[src/design/ghal_ram.sv]
// ----------------------------------------------------------------------------
// ghal_ram
// Single-port-write, single-port-read RAM with registered read data.
// ----------------------------------------------------------------------------
module ghal_ram #(
	parameter int WIDTH = 8,
	parameter int DEPTH = 16
) (
	input  logic                     clk,
	input  logic                     we,
	input  logic [$clog2(DEPTH)-1:0] waddr,
	input  logic [WIDTH-1:0]         wdata,
	input  logic                     re,
	input  logic [$clog2(DEPTH)-1:0] raddr,
	output logic [WIDTH-1:0]         rdata
);

	logic [WIDTH-1:0] mem [DEPTH];

	always_ff @(posedge clk) begin
		if (we) begin
			mem[waddr] <= wdata;
		end
		// hold read data until the next read is issued
		if (re) begin
			rdata <= mem[raddr];
		end
	end

endmodule

[config.mk]
export PLATFORM = sky130hd
export DESIGN_NAME = ghal_ram
export DESIGN_NICKNAME = d
export VERILOG_FILES = /design/src/design/ghal_ram.sv
export SDC_FILE = /design/constraint.sdc
export NUM_CORES = 1
export LEC_CHECK = 0
export BUFFER_PORTS_ARGS = -buffer_cell sky130_fd_sc_hd__clkbuf_2
export CORE_MARGIN = 5
export CORE_UTILIZATION = 54
export DETAILED_ROUTE_END_ITERATION = 7
export PLACE_DENSITY = 0.74
export SYNTH_ARGS = -nofsm -noshare
export SYNTH_HDL_FRONTEND = slang
export SYNTH_SLANG_ARGS = --single-unit
[constraint.sdc]
create_clock -name clk -period 1.95 [get_ports clk]
set_input_delay 0.39 -clock clk [delete_from_list [all_inputs] [get_ports clk]]
set_output_delay 0.39 -clock clk [all_outputs]
set_load 0.05 [all_outputs]
==> flow_summary_export.csv <==
group,metric,value,unit
outcome,status,"finished clean",
worst_setup_path,worstPathMaxFanout,1,
clock_tree,cts_made_buffers,17,
floorplanning,die_w,108,um
place,place_congestion,0.752,
drt,dr.first_iter.drc_count,221,
timing,skew,0.00278,ns
pwr,ir_drop,0.000587,V
layout,syn_to_final_growth,20.2,%
yosys,yosysMostFrequentCell,"edfxtp_1",
layout,drive_gt1_frac,0.325,
yosys,synth_cell_types,18,
grt,grt_max_degree,33,
grt,grt_pass1_vias,2634,
floorplanning,io_pins,27,
drt,routed_wl,10500,um
drt,via_per_inst,5.96,
worst_setup_path,crit_required,1.56,ns
layout,finalNetCount,308,
timing,hold_violations,0,
place,placed_cell_area,5660,um^2
clock_tree,root_buffer,"clkbuf_8",
clock_tree,post-cts-setup-buffers,0,
floorplanning,coreArea,9590,um^2
layout,antenna_cells,0,
timing,finalMaxSlewViolations,0,
worst_setup_path,slowest_stage,"edfxtp_1",
grt,gr-total-overflow,0,
clock_tree,cts_tree,"done",
yosys,synthFlopType,"edfxtp_1",
grt,grt_pass1_wl,16000,um
yosys,synth_top_area_frac,0.781,
clock_tree,clockBufferDepth,2,
timing,period_minus_slack,1.56,ns
worst_setup_path,end_kind,"output pin",
clock_tree,insertion_delay,0.52,ns
timing,worstMarginPinSlew,0.439,ns
worst_setup_path,cp_top_family,"flip-flops",
worst_setup_path,max_stage_delay,0.39,ns
worst_hold_path,hp-class,"in2reg",
clock_tree,clock_sinks,136,
job,maxCapViolCount,0,
pwr,p_total,6.99,mW
pwr,power_density,1110,nW/um^2
pwr,power_leakage,2.17,nW
worst_setup_path,critPathArrivalTime,1.17,ns
drt,drt_pass1_iterations,5,
floorplanning,initial_core_util,0.545,
yosys,yosysWarnings,0,
drt,drtAntennaViolNets,0,
yosys,synth_area_leaders,"edfxtp_1 (78%), mux4_2 (7.8%), mux4_1 (7.0%), a22oi_1 (2.3%), nor2_1 (0.93%)",
yosys,ys_seq_area_frac,0.781,
yosys,netlist_instances,229,
yosys,synth_fp_nets,248,
drt,wire_per_inst,24.1,um
clock_tree,cts_max_level,4,
drt,drc_errors,0,
yosys,synth_edf_count,136,
grt,grt_antenna_before_repair,0,
worst_setup_path,critical_path_class,"reg2out",
worst_setup_path,cp_cell_sequence,"clkbuf_2",
yosys,syn_avg_cell_area,22.8,um^2
clock_tree,clk_pin_slew,0.06,ns
grt,track_usage,0.199,
clock_tree,hold_buffers,0,
yosys,synth-async-reset-ratio,0,
timing,setup_violations,0,
timing,setup_tns,0,ns
yosys,synth_area,5230,um^2
clock_tree,post_cts_resized,0,
yosys,synth-seq-cells,136,
worst_setup_path,cp.buffers_inverters,1,
timing,slew_headroom,0.707,
floorplanning,row_count,36,
floorplanning,die-area,11700,um^2
worst_setup_path,cp-start-kind,"flip-flop",
layout,design_area,6280,um^2
drt,vias,2592,
yosys,ys_top_cells_by_count,"edfxtp_1 (136), mux4_2 (18), a22oi_1 (16)",
place,hpwlAfterDp,6490,um
yosys,synth_top_cell_by_area,"edfxtp_1",
floorplanning,die_h,108,um
timing,max_clock_freq,641,MHz
timing,timing.final.crit_share,0.800,
place,numPortBuffers,26,
timing,rsz0062_at_grt,"no",
placed cells by master (no fill, tap or decap):
cell / n
clkbuf_8: 1
nand2_1: 9
clkinv_2: 3
nor2b_1: 1
and2b_1: 1
clkbuf_2: 26
buf_4: 22
bufinv_16: 5
and2_1: 1
nand2b_1: 2
nor3_1: 4
nand3b_1: 2
buf_12: 3
or3b_2: 1
nand3_1: 1
clkinv_1: 4
clkbuf_16: 16
a22oi_1: 16
clkinv_4: 2
edfxtp_1: 136
nor2_1: 13
mux4_1: 14
mux4_2: 18
inv_6: 1
worst paths after layout:
check	end	slack, ns	from	depth (start not counted)
worst max register to register	rdata[4]	0.44	mem[7][4]	3
worst max-delay path	rdata[4]	0.39	rdata[4]	1
worst min register to register	rdata[3]	0.75	mem[15][3]	3
worst min-delay path	mem[9][5]	0.28	wdata[5]	1
kinds of logic (layout without fill, tap and decap cells):
group           count (synthesis)  in the layout  synth area share
buf+inv                        10             83            0.0165
compound gates                 16             16            0.0230
simple gates                   35             35            0.0314
mux                            32             32             0.148
flops                         136            136             0.781
registers in the layout, indices dropped and copies added (netlist names):
signal,flops
rdata,8
mem,128
power by group:
part | internal (mW) | switching, mW
Sequential | 3.30 | 0.0173
Clock | 2.19 | 1.13
Combinational | 0.136 | 0.224
Total | 5.62 | 1.37
per-layer routing:
| layer | track usage | up-vias | share of wire |
|---|---|---|---|
| li1 | - | 1098 | - |
| met1 | 0.279 | 1339 | 0.42 |
| met2 | 0.293 | 139 | 0.48 |
| met3 | 0.0681 | 16 | 0.089 |
| met4 | 0.0775 | 0 | 0.015 |
| met5 | 0 | - | 0 |
area by class of cell:
cell class / count / area, um^2
Tap cell: 133 / 166
Clock inverter: 15 / 206
Clock buffer: 17 / 414
Fill cell: 600 / 3310
Timing Repair Buffer: 51 / 355
Multi-Input combinational cell: 83 / 1060
Sequential cell: 136 / 4080
through the flow:
step / setup WS [ns] / hold WS, ns / util / cells
final: 0.390 / 0.281 / 0.655 / 435
after global routing: 0.340 / 0.281 / 0.655 / 435
after CTS: 0.360 / 0.273 / 0.655 / 435
after detailed placement: 0.0502 / 0.744 / 0.590 / 403
after global placement: 0.0650 / 0.730 / 0.590 / 403
after floorplan: 0.0671 / 0.489 / - / 229
(Power assumes the default switching activity.)
